==> config.mk <==
export PLATFORM = sky130hd
export DESIGN_NAME = hdlc_nrzi_frame_bit_encoder
export DESIGN_NICKNAME = d
export VERILOG_FILES = /design/src/sv/hnfe_pkg.sv /design/src/sv/hnfe_sequencer.sv /design/src/sv/hnfe_datapath.sv /design/src/sv/hdlc_nrzi_frame_bit_encoder.sv
export SDC_FILE = /design/constraint.sdc
export NUM_CORES = 1
export LEC_CHECK = 0
export BUFFER_PORTS_ARGS = -buffer_cell sky130_fd_sc_hd__clkbuf_2
export CORE_MARGIN = 2
export CORE_UTILIZATION = 44
export CTS_BUF_LIST = sky130_fd_sc_hd__clkbuf_16
export DETAILED_ROUTE_END_ITERATION = 10
export HOLD_SLACK_MARGIN = 0.15
export PLACE_DENSITY_LB_ADDON = 0.05
export SETUP_SLACK_MARGIN = 0.3
export SYNTH_ARGS = -nofsm -noshare
export SYNTH_HDL_FRONTEND = slang
export SYNTH_SLANG_ARGS = --single-unit
==> constraint.sdc <==
create_clock -name aclk -period 2.7 [get_ports aclk]
set_input_delay 0.135 -clock aclk [delete_from_list [all_inputs] [get_ports aclk]]
set_output_delay 0.135 -clock aclk [all_outputs]
set_load 0.05 [all_outputs]
==> src/sv/hnfe_pkg.sv <==
// Shared types, codes and helpers for the HDLC NRZI frame bit encoder.
// Holds the microcode table and the CRC step. No dependencies.
package hnfe_pkg;

    // Command codes carried on s_tuser
    typedef enum logic [1:0] {
        CMD_FLAG = 2'd0,
        CMD_DATA = 2'd1,
        CMD_FCS  = 2'd2,
        CMD_RSVD = 2'd3
    } cmd_t;

    // Sequencer step addresses
    typedef logic [1:0] step_t;
    localparam step_t STEP_FETCH = 2'd0;
    localparam step_t STEP_BIT   = 2'd1;
    localparam step_t STEP_STUFF = 2'd2;
    localparam step_t STEP_SPARE = 2'd3;

    localparam logic [15:0] CRC_POLY  = 16'h8408;
    localparam logic [15:0] CRC_INIT  = 16'hFFFF;
    localparam logic [7:0]  FLAG_BYTE = 8'h7E;
    localparam logic [2:0]  RUN_STUFF = 3'd4;   // run count before the fifth one
    localparam logic [2:0]  BIT_LAST  = 3'd7;

    // One control word per step
    typedef struct packed {
        logic  op_accept;   // take an input word and load the datapath
        logic  op_bit;      // send the next shift register bit
        logic  op_stuff;    // send a stuffing zero
        step_t jmp_stuff;   // target when a stuffing zero is due
        step_t jmp_done;    // target when the item is finished
        step_t jmp_next;    // target otherwise
    } ctrl_word_t;

    // Datapath conditions back to the sequencer
    typedef struct packed {
        logic go;           // the step completes this cycle
        logic stuff_need;   // five ones seen, insert a zero
        logic item_end;     // last bit period of the item, or an ignored command
    } dp_status_t;

    // Microcode program
    function automatic ctrl_word_t ucode_rom(input step_t pc);
        ctrl_word_t w;
        case (pc)
            STEP_FETCH: w = '{1'b1, 1'b0, 1'b0, STEP_FETCH, STEP_FETCH, STEP_BIT};
            STEP_BIT:   w = '{1'b0, 1'b1, 1'b0, STEP_STUFF, STEP_FETCH, STEP_BIT};
            STEP_STUFF: w = '{1'b0, 1'b0, 1'b1, STEP_FETCH, STEP_FETCH, STEP_BIT};
            default:    w = '{1'b0, 1'b0, 1'b0, STEP_FETCH, STEP_FETCH, STEP_FETCH};
        endcase
        return w;
    endfunction

    // Reflected CRC-16-CCITT, one bit
    function automatic logic [15:0] crc_step(input logic [15:0] crc, input logic b);
        logic fb;
        fb = crc[0] ^ b;
        return fb ? ((crc >> 1) ^ CRC_POLY) : (crc >> 1);
    endfunction

endpackage

==> src/sv/hnfe_sequencer.sv <==
// Microcode sequencer: step counter, control word lookup and jumps.
// Depends on hnfe_pkg for the program table and control types.
module hnfe_sequencer (
    input  logic                   aclk,
    input  logic                   aresetn,
    input  hnfe_pkg::dp_status_t   status,
    output hnfe_pkg::ctrl_word_t   ctrl
);
    import hnfe_pkg::*;

    step_t pc_reg;
    step_t pc_next;

    // Look up the control word of the current step
    assign ctrl = ucode_rom(pc_reg);

    // Pick the jump target once the step completes
    always_comb begin
        pc_next = pc_reg;
        if (status.go) begin
            if (status.stuff_need) begin
                pc_next = ctrl.jmp_stuff;
            end else if (status.item_end) begin
                pc_next = ctrl.jmp_done;
            end else begin
                pc_next = ctrl.jmp_next;
            end
        end
    end

    always_ff @(posedge aclk) begin
        if (!aresetn) begin
            pc_reg <= STEP_FETCH;
        end else begin
            pc_reg <= pc_next;
        end
    end

endmodule

==> src/sv/hnfe_datapath.sv <==
// Datapath: byte shifter, CRC, ones run count, NRZI line state, output register.
// Driven by control words from hnfe_sequencer; depends on hnfe_pkg.
module hnfe_datapath (
    input  logic                   aclk,
    input  logic                   aresetn,
    input  hnfe_pkg::ctrl_word_t   ctrl,
    output hnfe_pkg::dp_status_t   status,
    input  logic                   s_tvalid,
    output logic                   s_tready,
    input  logic [7:0]             s_tdata,
    input  logic [1:0]             s_tuser,
    output logic                   m_tvalid,
    input  logic                   m_tready,
    output logic [7:0]             m_tdata,
    output logic                   m_tuser,
    output logic                   m_tlast
);
    import hnfe_pkg::*;

    logic [7:0]  shift_reg,  shift_next;
    logic [2:0]  bit_cnt_reg, bit_cnt_next;
    logic [15:0] crc_reg,    crc_next;
    logic [2:0]  run_reg,    run_next;
    logic        tone_reg,   tone_next;
    logic        hi_pend_reg, hi_pend_next;
    cmd_t        mode_reg,   mode_next;
    logic        ov_reg,     ov_next;
    logic        otone_reg,  otone_next;
    logic        ostuff_reg, ostuff_next;
    logic        olast_reg,  olast_next;

    logic        out_free;
    logic        cur_bit;
    logic [2:0]  run_in;
    logic        byte_end;
    logic        go;
    logic        stuff_need;
    logic        item_end;
    cmd_t        cmd_in;

    assign out_free = !ov_reg || m_tready;
    assign cur_bit  = shift_reg[0];
    assign run_in   = (mode_reg == CMD_FLAG) ? 3'd0 : run_reg;
    assign cmd_in   = cmd_t'(s_tuser);
    assign s_tready = ctrl.op_accept;

    // Step completion and branch conditions
    always_comb begin
        go         = 1'b1;
        stuff_need = 1'b0;
        byte_end   = 1'b0;
        item_end   = 1'b0;
        if (ctrl.op_accept) begin
            go       = s_tvalid;
            item_end = (cmd_in == CMD_RSVD);
        end else if (ctrl.op_bit) begin
            go         = out_free;
            stuff_need = cur_bit && (run_in == RUN_STUFF);
            byte_end   = (bit_cnt_reg == BIT_LAST) && !stuff_need;
            item_end   = byte_end && !hi_pend_reg;
        end else if (ctrl.op_stuff) begin
            go       = out_free;
            byte_end = (bit_cnt_reg == 3'd0);
            item_end = byte_end && !hi_pend_reg;
        end
    end

    assign status = '{go, stuff_need, item_end};

    // Next state of the datapath
    always_comb begin
        shift_next   = shift_reg;
        bit_cnt_next = bit_cnt_reg;
        crc_next     = crc_reg;
        run_next     = run_reg;
        tone_next    = tone_reg;
        hi_pend_next = hi_pend_reg;
        mode_next    = mode_reg;
        ov_next      = ov_reg && !m_tready;
        otone_next   = otone_reg;
        ostuff_next  = ostuff_reg;
        olast_next   = olast_reg;

        if (go && ctrl.op_accept) begin
            // load the byte for a flag, data or FCS command
            bit_cnt_next = 3'd0;
            case (cmd_in)
                CMD_FLAG: begin
                    shift_next   = FLAG_BYTE;
                    crc_next     = CRC_INIT;
                    hi_pend_next = 1'b0;
                    mode_next    = CMD_FLAG;
                end
                CMD_DATA: begin
                    shift_next   = s_tdata;
                    hi_pend_next = 1'b0;
                    mode_next    = CMD_DATA;
                end
                CMD_FCS: begin
                    shift_next   = ~crc_reg[7:0];
                    hi_pend_next = 1'b1;
                    mode_next    = CMD_FCS;
                end
                default: begin
                    bit_cnt_next = bit_cnt_reg;
                end
            endcase
        end else if (go && ctrl.op_bit) begin
            // send one bit, NRZI: zero toggles the line
            if (mode_reg == CMD_DATA) begin
                crc_next = crc_step(crc_reg, cur_bit);
            end
            tone_next    = cur_bit ? tone_reg : ~tone_reg;
            run_next     = cur_bit ? (run_in + 3'd1) : 3'd0;
            shift_next   = {1'b0, shift_reg[7:1]};
            bit_cnt_next = bit_cnt_reg + 3'd1;
            ov_next      = 1'b1;
            otone_next   = tone_next;
            ostuff_next  = 1'b0;
            olast_next   = item_end;
        end else if (go && ctrl.op_stuff) begin
            // insert a stuffing zero
            tone_next   = ~tone_reg;
            run_next    = 3'd0;
            ov_next     = 1'b1;
            otone_next  = tone_next;
            ostuff_next = 1'b1;
            olast_next  = item_end;
        end

        // advance to the FCS high byte
        if (go && byte_end && hi_pend_reg) begin
            shift_next   = ~crc_reg[15:8];
            hi_pend_next = 1'b0;
        end
    end

    always_ff @(posedge aclk) begin
        if (!aresetn) begin
            crc_reg     <= CRC_INIT;
            run_reg     <= 3'd0;
            tone_reg    <= 1'b0;
            hi_pend_reg <= 1'b0;
            mode_reg    <= CMD_FLAG;
            bit_cnt_reg <= 3'd0;
            ov_reg      <= 1'b0;
        end else begin
            crc_reg     <= crc_next;
            run_reg     <= run_next;
            tone_reg    <= tone_next;
            hi_pend_reg <= hi_pend_next;
            mode_reg    <= mode_next;
            bit_cnt_reg <= bit_cnt_next;
            ov_reg      <= ov_next;
        end
    end

    // Payload registers
    always_ff @(posedge aclk) begin
        shift_reg  <= shift_next;
        otone_reg  <= otone_next;
        ostuff_reg <= ostuff_next;
        olast_reg  <= olast_next;
    end

    assign m_tvalid = ov_reg;
    assign m_tdata  = {7'd0, otone_reg};
    assign m_tuser  = ostuff_reg;
    assign m_tlast  = olast_reg;

endmodule

==> src/sv/hdlc_nrzi_frame_bit_encoder.sv <==
// Top level of the HDLC NRZI frame bit encoder (flag, data, FCS commands).
// Instantiates hnfe_sequencer and hnfe_datapath; depends on hnfe_pkg.
//
//  channel | dir | tdata                 | tuser               | tlast
//  s_      | in  | [7:0] data_byte       | [1:0] command       | -
//  m_      | out | [0] line_tone, rest 0 | [0] stuffed         | last bit of item
//
// A command word is taken in a fetch step; no new one is taken until the
// last line bit of the item is sent, one line bit per cycle while the m_
// side keeps up; a reserved command sends none. One microcode step per bit.
// A stalled m_ side holds the step until the output register frees up.
// aresetn is synchronous, active low; the CRC returns to all ones.
module hdlc_nrzi_frame_bit_encoder (
    input  logic       aclk,
    input  logic       aresetn,
    input  logic       s_tvalid,
    output logic       s_tready,
    input  logic [7:0] s_tdata,    // [7:0] data_byte
    input  logic [1:0] s_tuser,    // [1:0] command
    output logic       m_tvalid,
    input  logic       m_tready,
    output logic [7:0] m_tdata,    // [0] line_tone, [7:1] zero
    output logic       m_tuser,    // [0] stuffed
    output logic       m_tlast
);
    import hnfe_pkg::*;

    ctrl_word_t ctrl;
    dp_status_t status;

    // Step counter and program
    hnfe_sequencer u_seq (
        .aclk    (aclk),
        .aresetn (aresetn),
        .status  (status),
        .ctrl    (ctrl)
    );

    // Bit datapath and output register
    hnfe_datapath u_dp (
        .aclk     (aclk),
        .aresetn  (aresetn),
        .ctrl     (ctrl),
        .status   (status),
        .s_tvalid (s_tvalid),
        .s_tready (s_tready),
        .s_tdata  (s_tdata),
        .s_tuser  (s_tuser),
        .m_tvalid (m_tvalid),
        .m_tready (m_tready),
        .m_tdata  (m_tdata),
        .m_tuser  (m_tuser),
        .m_tlast  (m_tlast)
    );

endmodule

# == Word-level counts from Yosys, hierarchy flattened ==
# Index checks and enable logic that the tools add are counted.
# word_totals
register_bits,40
elab_cells,107
inputBits,14
# classes
eq_ne,11
n_reduce_logical,34
n_mux,41
n_addsub,2
bitwise,7
# op_table
operator,n
16-bit two-way mux,5
9-bit one-hot mux with 3 select lines,1
8-bit two-way mux,3
8-bit one-hot mux with 3 select lines,1
3-bit two-way mux,7
1-bit two-way mux,20
8-bit inverter,2
1-bit logical AND,10
2-bit AND reduction,5
2-bit nonzero test,4
3-bit by 1-bit adder with 3-bit output (second input constant),2
2-bit by 1-bit == test with 1-bit output (second input constant),3
2-bit == test (second input constant),3
3-bit == test (second input constant),2
2-bit zero test,3
2-bit one-hot mux with 3 select lines,1
3-bit nonzero test,2
5-bit != test (second input constant),1
1-bit zero test,4
2-bit two-way mux,2
2-bit != test (second input constant),2
2-bit OR reduction,2
3-bit zero test,1
1-bit inverter,3
6 further kinds,6

# == Depth between registers and ports, before layout ==
# Gate-level depths: netlist of the first run.
# depth
depth_word,12
ltp_mapped,7
ltp_nobuf,7

# == By module ==
# From an unflattened synthesis of the first run, not the netlist that was laid out.
# unflattened
cells_unflattened,224
area_unflattened_um2,2152.1
# by_module_without_submodules
mod,area_per_inst_um2,seq_area_each_um2,instances,cells_each
hnfe_datapath,2001.9,870.8,1,206
hnfe_sequencer,150.1,40.0,1,18

# == Least setup slack after synthesis of the first run ==
# No wires, ideal clock.
# synth_timing
path_kind,register -> register
startpoint,register u_dp.mode_reg[1]
endpoint,register u_dp.shift_reg[0] (enable)
stages_incl_launch_ff,8
path_buffers,1
t_arrival_ns,1.967
t_required_ns,2.406
synth_period_minus_slack_ns,2.261
slack_ns,0.439
setup_ns,0.294
cell_sequence,dfxtp_1 -> o21ai_0 -> ha_1 -> o2111ai_2 -> a32o_1 -> o2111a_1 -> buf_6 -> or3_1
# synth_via
elab_chain_len,12
word_cells_on_any_way,13
# synth_rtl
element,line_no,rtl
"start, declared",hnfe_datapath.sv:26,"cmd_t mode_reg, mode_next;"
"start signal, assigned",hnfe_datapath.sv:152,mode_reg <= mode_next;
2-bit zero test *,hnfe_datapath.sv:43,assign run_in = (mode_reg == CMD_FLAG) ? 3'd0 : run_reg;
3-bit two-way mux *,hnfe_datapath.sv:43,
3-bit == test *,hnfe_datapath.sv:58,stuff_need = cur_bit && (run_in == RUN_STUFF);
1-bit logical AND *,hnfe_datapath.sv:58,
1-bit zero test *,hnfe_datapath.sv:59,byte_end = (bit_cnt_reg == BIT_LAST) && !stuff_need;
1-bit logical AND *,hnfe_datapath.sv:59,
1-bit two-way mux *,hnfe_datapath.sv:56,end else if (ctrl.op_bit) begin
1-bit two-way mux *,hnfe_datapath.sv:53,if (ctrl.op_accept) begin
1-bit logical AND * (2 in a row),hnfe_datapath.sv:132,if (go && byte_end && hi_pend_reg) begin
5-bit != test (no line) / 3-bit nonzero test (equally long branches),--,
2-bit AND reduction (no line) *,--,
"end signal, assigned",hnfe_datapath.sv:160,shift_reg <= shift_next;
"end, declared",hnfe_datapath.sv:20,"logic [7:0] shift_reg, shift_next;"
# Every way passes the cells marked *; elsewhere a longest branch is shown, timed or not.
# A chain may end at the register's enable or synchronous reset.

# == Worst setup path in the final report of the first run ==
# layout_timing
startpoint,register u_dp.mode_reg[1]
endpoint,register u_dp.shift_reg[4] (enable)
# The elaborated chain is that of the path after synthesis.

==> flow_metrics.tcl, run 1 <==
set metrics [dict create \
    status "complete, no violations" \
    drive_above_1_share_pct 13.3 \
    p_leak_nw 0.913 \
    insertion_delay_ps 280 \
    yosys.area_share.simple_pct 17.9 \
    peakVddDrop_mv 0.331 \
    synth_top_family_by_area "compound AO/OA/AOI/OAI gates" \
    fmax_mhz 443 \
    synth.avg_cell_area_um2 9.00 \
    die_h_um 73.2 \
    hold_path_class "input pin to flip-flop" \
    finClkSkew_ps 3.65 \
    num_rows 25 \
    finalSetupTns_ps 0 \
    nNetsFinal 271 \
    min_period_over_period_pct 83.7 \
    largest_reg_flops 16 \
    antenna_left 0 \
    hpwl_mm 3.20 \
    grt_pass1_wl_mm 7.47 \
    gp_congestion 0.854 \
    clkTransAtPathRegs_ps 60 \
    maxCapViolCount 0 \
    io_pins 26 \
    hold_viol 0 \
    antenna_found_initial 0 \
    first_global_vias 1497 \
    tightest_slew_ps 709 \
    dieArea_um2 5360 \
    drt-wirelength-per-cell_um 15.1 \
    worst_ep_arrival_time_ps 2240 \
    synth_top_area_share_pct 27.6 \
    slew-limit-headroom_pct 52.8 \
    postCtsHoldBufs 0 \
    yosysMostFrequentCell "nand2_1" \
    antenna_cells 0 \
    drc_errors 0 \
    design_area_um2 2340 \
    grt-busiest-layer "met1" \
    clock-root-buffer "clkbuf_16" \
    cts_tree "built" \
    ys_types 42 \
    numPortBuffers 18 \
    gr-usage-met3_pct 4.56 \
    synth_compound_area_share_pct 18.7 \
    grt_use_met1_pct 29.1 \
    rsz0062_at_grt "no" \
    synthMuxAreaShare_pct 3.33 \
    path_class "flip-flop to flip-flop" \
    maxSlewViolCount 0 \
    cts.sinks 40 \
    finalNonFillerCells 302 \
    finalSetupViolCount 0 \
    synth_edf_count 11 \
    cts_buffers 5 \
    critPathLaunchType "flip-flop" \
    synth_common_cells "32 x nand2_1, 29 x dfxtp_1, 13 x inv_1, 13 x o22ai_1, 12 x nor2_1" \
    netlist_area_um2 2110 \
    initial_utilization_pct 45.2 \
    grt_overflow 0 \
    placed_area_um2 2180 \
    routed_wl_mm 4.56 \
    ys_seq_elements 40 \
    firstDrtPassIters 4 \
    synthAdderAreaFrac_pct 5.94 \
    r2r_slack_ps 440 \
    synthCells 234 \
    grt_use_total_pct 18.4 \
    grt_use_met2_pct 23.5 \
    drtIter0Drc 170 \
    die_x_um 73.2 \
    synth_ff_type "dfxtp_1" \
    cp_max_fo 8 \
    yosysSeqAreaShare_pct 43.2 \
    yosysWarnings 0 \
    via_count 1633 \
    end_kind "flip-flop" \
    area_growth_pct 11.2 \
    synthArstFlopShare_pct 0 \
    placedCellCount 294 \
    power_density_nw_per_um2 640 \
    required_ps 2680 \
    core_area_um2 4660 \
    cts.path.max_buffers 2 \
    synthTopCellsByArea "dfxtp_1 28%, edfxtp_1 16%, ha_1 5.9%" \
    period_minus_slack_ps 2260 \
    yosys.area.top_type "dfxtp_1" \
    htree_num_levels 2 \
    synth-xor-area-share_pct 2.49 \
    post_drt_via_cell_ratio 5.41 \
    grt_max_degree 28 \
]
==> metal layers <==
metal  vias to the layer above  wire (um)
met3                         5        266
met5                         -          0
met2                        40       1850
li1                        830          -
met1                       758       2390
met4                         0         57
==> worst paths after layout <==
check | startpoint | endpoint | depth (start not counted)
max reg2reg | u_dp.mode_reg[1] | u_dp.shift_reg[4] | 6
min | s_tdata[7] | u_dp.shift_reg[7] | 4
min reg2reg | u_dp.hi_pend_reg | u_dp.hi_pend_reg | 2
max | u_dp.mode_reg[1] | u_dp.shift_reg[4] | 6
==> through the flow <==
stage,total power [mW],util (%),worst slack (ps),hold WS (ps)
finish,1.50,50.3,441,308
global route,1.56,50.3,303,318
CTS,1.51,50.3,358,311
detailed placement,0.887,46.9,377,481
global placement,0.887,46.9,411,482
floorplan,0.848,-,439,398
==> critical path, cell delays in order, from the launching register on <==
cell,delay [ps]
dfxtp_1,370
o21ai_0,260
ha_1,210
o2111ai_2,170
a32o_1,310
o2111a_1,140
or3_1,520
==> cells by family (layout without fill, tap and decap cells) <==
| kind of cell | count (synthesis) | after routing |
|---|---|---|
| AO/OA/AOI/OAI | 59 | 59 |
| XOR/XNOR | 6 | 6 |
| adder cells (fa/ha/maj) | 10 | 10 |
| buffers and inverters | 34 | 42 |
| flip-flops | 40 | 40 |
| multiplexers | 7 | 7 |
| other | 1 | 7 |
| AND/OR/NAND/NOR | 77 | 77 |
==> timing repair <==
item,4_1_cts,5_1_grt
setup buffers,0,0
endpoints found under the setup margin,0,8
gates resized for setup,0,1
==> placed cells by master, fill, tap and decap left out, types with 2 or more instances in the layout <==
master     instances
mux2i_1            7
clkbuf_2          18
xnor2_1            4
nand4_1            2
a21oi_1            8
nand3_1            3
edfxtp_1          11
o21a_1             2
ha_1              10
a21boi_0           6
inv_1             14
nor2_1            12
nand2_1           32
nor3_1             3
nand2b_1           9
and2_1             2
dfxtp_1           29
a211oi_1           2
a32oi_1            2
buf_4              3
conb_1             7
clkbuf_16          6
nor2b_1            7
a32o_1             3
o22ai_1           13
o21ai_0            9
xor2_1             2
a31oi_1            8
==> power breakdown <==
part	internal [mW]	switching (mW)
clock network	0.393	0.233
registers	0.655	0.0213
logic	0.0620	0.136
==> cell type report <==
cell class / instances / area (um2)
Clock buffer: 6 / 150
Clock inverter: 2 / 8.76
Fill cell: 449 / 2320
Inverter: 13 / 48.8
Multi-Input combinational cell: 166 / 1040
Sequential cell: 40 / 911
Tap cell: 54 / 67.6
Timing Repair Buffer: 21 / 113
No activity file was read; power rests on OpenSTA's default activity.
==> run 2: changes to the inputs <==
==> constraint.sdc (replaced) <==
create_clock -name aclk -period 2.3 [get_ports aclk]
set_input_delay 0.115 -clock aclk [delete_from_list [all_inputs] [get_ports aclk]]
set_output_delay 0.115 -clock aclk [all_outputs]
set_load 0.05 [all_outputs]
==> flow_metrics.tcl, run 2 (synthesis results as in run 1) <==
set metrics [dict create \
    die_h_um 73.2 \
    worst_ep_arrival_time_ps 2000 \
    maxSlewViolCount 0 \
    drtIter0Drc 112 \
    cp_max_fo 8 \
    period_minus_slack_ps 1980 \
    peakVddDrop_mv 0.511 \
    initial_utilization_pct 45.2 \
    rsz0062_at_grt "yes" \
    end_kind "flip-flop" \
    num_rows 25 \
    wl_met1_mm 2.46 \
    r2r_slack_ps 320 \
    r2r-end "u_dp.shift_reg[0]" \
    cp-startpoint "u_dp.mode_reg[1]" \
    crit_end "u_dp.shift_reg[0]" \
    utilization_pct 52.5 \
    antenna_found_initial 0 \
    multi_input_area_um2 1080 \
    path_class "flip-flop to flip-flop" \
    largest_reg_flops 16 \
    hold_path_class "input pin to flip-flop" \
    min_period_over_period_pct 85.9 \
    hold_slack_ps 245 \
    post_drt_via_cell_ratio 5.35 \
    clkTransAtPathRegs_ps 60 \
    p_total_mw 1.82 \
    finalSetupTns_ps 0 \
    grt_use_total_pct 19.1 \
    dieArea_um2 5360 \
    insertion_delay_ps 280 \
    area_growth_pct 16.2 \
    drt-wirelength-per-cell_um 15.2 \
    hold_viol 0 \
    cts_tree "built" \
    p_leak_nw 0.945 \
    routed_wl_mm 4.69 \
    finalSetupViolCount 0 \
    power_density_nw_per_um2 744 \
    antenna_cells 0 \
    whs_path_depth 4 \
    firstDrtPassIters 4 \
    hpwl_mm 3.26 \
    top_layer_used "met4" \
    maxCapViolCount 0 \
    final_common_cell "nand2_1" \
    first_global_vias 1493 \
    met2_length_mm 1.93 \
    cts.path.max_buffers 2 \
    via_count 1653 \
    io_pins 26 \
    grt_pass1_wl_mm 7.59 \
    fillerInstances 434 \
    finClkSkew_ps 5.91 \
    seq_area_um2 920 \
    final_cell_mix "32 x nand2_1, 26 x dfxtp_1, 18 x clkbuf_2, 13 x inv_1, 13 x o22ai_1" \
    drive_above_1_share_pct 18.4 \
    critPathLaunchType "flip-flop" \
    grt_overflow 0 \
    antenna_left 0 \
    status "complete, no violations" \
    placedCellCount 296 \
    gp_congestion 0.820 \
    reg2reg_from "u_dp.mode_reg[1]" \
    fmax_mhz 506 \
    core_area_um2 4660 \
    finalNonFillerCells 309 \
    htree_num_levels 2 \
    numPortBuffers 18 \
    cts.sinks 40 \
    required_ps 2320 \
    wl_met3_um 241 \
    nNetsFinal 278 \
    cts_buffers 5 \
    clock-root-buffer "clkbuf_16" \
    grt_max_degree 28 \
    slew-limit-headroom_pct 65.3 \
    rr_worst_depth 6 \
    drc_errors 0 \
    tightest_slew_ps 521 \
    die_x_um 73.2 \
]
[run 2: critical path, cell delays in order (launching register included)]
cell,delay [ps]
dfxtp_4,370
o21ai_4,170
ha_2,210
o2111ai_4,110
a32o_1,280
o2111a_1,140
or3_4,440
[run 2: cell type report]
cell class,instances,share of cell area (%)
Tap cell,54,2.76
Sequential cell,40,37.6
Multi-Input combinational cell,166,44.1
Clock inverter,3,1.74
Timing Repair Buffer,28,6.75
Inverter,13,1.99
Clock buffer,5,5.11
[run 2: where the power goes]
group / total, mW / internal (mW) / switching [mW]
registers: 0.788 / 0.767 / 0.0207
logic: 0.252 / 0.0816 / 0.170
clock network: 0.782 / 0.509 / 0.272
[run 2: how the worst min path moves through the flow]
stage                                from         endpoint  slack [ps]
after detailed placement  u_dp.crc_reg[1]  u_dp.crc_reg[1]         490
after CTS                        m_tready  u_seq.pc_reg[0]         240
final                            m_tready  u_seq.pc_reg[0]         250
after global placement    u_dp.crc_reg[1]  u_dp.crc_reg[1]         480
after global routing             m_tready  u_seq.pc_reg[0]         270
after floorplan                  m_tready  u_seq.pc_reg[0]         380
[run 2: metal layers]
metal | global-route usage [%] | vias up
met1 | 30.0 | 758
met5 | 0 | -
li1 | - | 850
met3 | 4.56 | 4
met4 | 6.79 | 0
met2 | 25.0 | 41
[run 2: metrics by stage]
step,setup slack (ps),area (um2)
after global placement,372,2220
after floorplan,323,2150
final,324,2450
after global routing,263,2450
after CTS,303,2390
after detailed placement,331,2220
[run 2: repair_timing]
item                                    4_1_cts  5_1_grt
buffers inserted                              0        5
endpoints found under the setup margin        0       14
resized for setup                             0        4
hold buffers                                  0        0
==> run 3: changes to the inputs <==
--- a/config.mk
+++ b/config.mk
@@ -9,10 +9,12 @@
 export CORE_MARGIN = 2
 export CORE_UTILIZATION = 44
 export CTS_BUF_LIST = sky130_fd_sc_hd__clkbuf_16
+export CTS_CLUSTER_SIZE = 14
 export DETAILED_ROUTE_END_ITERATION = 10
 export HOLD_SLACK_MARGIN = 0.15
 export PLACE_DENSITY_LB_ADDON = 0.05
 export SETUP_SLACK_MARGIN = 0.3
 export SYNTH_ARGS = -nofsm -noshare
 export SYNTH_HDL_FRONTEND = slang
+export SYNTH_HIERARCHICAL = 1
 export SYNTH_SLANG_ARGS = --single-unit
==> flow_metrics.tcl, run 3 <==
set metrics [dict create \
    cp-startpoint "u_seq/pc_reg[0]" \
    cts.path.max_buffers 2 \
    via_count 1611 \
    maxSlewViolCount 0 \
    reg2reg_from "u_seq/pc_reg[0]" \
    finalNonFillerCells 291 \
    cp_slowest_cell "nor4b_4" \
    fillerInstances 454 \
    dieArea_um2 5390 \
    peakVddDrop_mv 0.498 \
    cts.sinks 40 \
    clkTransAtPathRegs_ps 60 \
    maxCapViolCount 0 \
    routed_wl_mm 4.49 \
    required_ps 2420 \
    fmax_mhz 513 \
    numPortBuffers 18 \
    end_kind "flip-flop" \
    pwr-share-seq_pct 44.4 \
    antenna_left 0 \
    p_total_mw 1.75 \
    drc_errors 0 \
    first_global_vias 1536 \
    worst_ep_arrival_time_ps 2070 \
    seq_area_um2 918 \
    grt_pass1_wl_mm 7.12 \
    period_minus_slack_ps 1950 \
    synth.avg_cell_area_um2 9.67 \
    critPathLaunchType "flip-flop" \
    postCtsHoldBufs 0 \
    power_frac_comb_pct 13.6 \
    io_pins 26 \
    drive_above_1_share_pct 21.5 \
    gp_congestion 0.777 \
    p_leak_nw 0.929 \
    rsz0062_at_grt "no" \
    path_class "flip-flop to flip-flop" \
    clock_power_share_pct 42.0 \
    core_area_um2 4690 \
    antenna_found_initial 0 \
    grt_overflow 0 \
    hold_slack_ps 199 \
    grt_use_total_pct 17.5 \
    netlist_area_um2 2120 \
    hold_path_class "input pin to flip-flop" \
    num_rows 25 \
    design_area_um2 2440 \
    hold_viol 0 \
    drtIter0Drc 64 \
    swShare_pct 25.4 \
    final_common_cell "dfxtp_1" \
    synthCells 219 \
    grt_max_degree 22 \
    htree_num_levels 2 \
    post_drt_via_cell_ratio 5.54 \
    die_h_um 73.4 \
    min_period_over_period_pct 84.7 \
    drt-wirelength-per-cell_um 15.4 \
    crit_chain "nor2b_4 -> buf_6 -> and4bb_2 -> o22ai_4 -> nor4b_4 -> buf_4 -> mux2i_1" \
    finClkSkew_ps 5.33 \
    status "complete, no violations" \
    cts_tree "built" \
    yosysWarnings 6 \
    intPower_mw 1.31 \
    largest_reg_flops 16 \
    cts_buffers 5 \
    clock-root-buffer "clkbuf_16" \
    placed_area_um2 2200 \
    die_x_um 73.4 \
    holdCritStartpoint "aresetn" \
    slowest_delay_ps 380 \
    placedCellCount 280 \
    power_density_nw_per_um2 718 \
    firstDrtPassIters 4 \
    finalSetupTns_ps 0 \
    area_growth_pct 15.2 \
    nNetsFinal 260 \
    initial_utilization_pct 45.1 \
    hpwl_mm 3.25 \
    finalSetupViolCount 0 \
    multi_input_area_um2 1090 \
    antenna_cells 0 \
    insertion_delay_ps 280 \
    cp_max_fo 7 \
    final_cell_mix "25 x dfxtp_1, 19 x nand2_1, 18 x clkbuf_2, 16 x o22a_1, 12 x a21oi_1" \
    switchingPower_mw 0.445 \
]
==> run 3: cell types whose count changed in the layout (fill, tap and decap cells not counted), moves of 3 or more <==
cell / change
a21oi_1: +4
buf_4: -4
nand2_1: -13
nor2_1: -6
nor2b_1: -6
o22a_1: +16
o22ai_1: -13
or3_1: +3
xnor2_1: -3
==> run 3: repair_timing <==
| item | CTS | global route |
|---|---|---|
| endpoints found under the setup margin | 16 | 18 |
| pin swaps | 0 | 4 |
| setup buffers | 0 | 2 |
| resized for setup | 1 | 18 |
| cloned | 0 | 1 |
==> run 3: routing by layer <==
layer	vias to the layer above	track usage [%]	wire [um]
met3	6	3.43	140
met2	32	32.2	2390
met1	764	20.1	1900
met5	-	0	0
met4	0	6.06	58
li1	809	-	-
==> run 3: per-stage QoR <==
step / setup WS [ps] / utilization (%)
2_1_floorplan: 303 / -
3_3_place_gp: 331 / 46.9
3_5_place_dp: 280 / 46.9
4_1_cts: 314 / 50.4
5_1_grt: 316 / 52.0
6_report: 352 / 52.0
==> run 3: final cells by class <==
class,count,area share (%)
clock inverters,2,0.513
repair buffers,26,6.46
well taps,54,2.77
multi-input cells,151,44.6
inverters,12,1.85
clock buffers,6,6.15
flip-flops and latches,40,37.6
==> run 3: worst paths after layout <==
check	to	slack, ps	depth (start not counted)
worst min-delay path	u_dp/bit_cnt_reg[0]	200	2
worst max-delay path	u_dp/shift_reg[2]	350	7
worst max register to register	u_dp/shift_reg[2]	350	7
worst min register to register	u_dp/run_reg[0]	480	2
==> run 3: worst max-delay path, delay by kind of cell (launching register included) <==
kind                   cells  cell delay (ps)
buffers and inverters      2              330
multiplexers               1              200
AND/OR/NAND/NOR            3              810
AO/OA/AOI/OAI              1               80
flip-flops                 1              360
==> run 3: power by group through the flow <==
| stage | logic, mW | registers [mW] | clock network, mW |
|---|---|---|---|
| final | 0.239 | 0.778 | 0.736 |
| after global routing | 0.260 | 0.782 | 0.783 |
| after CTS | 0.222 | 0.778 | 0.757 |
| after detailed placement | 0.221 | 0.792 | 0 |
| after global placement | 0.217 | 0.791 | 0 |
| after floorplan | 0.175 | 0.796 | 0 |
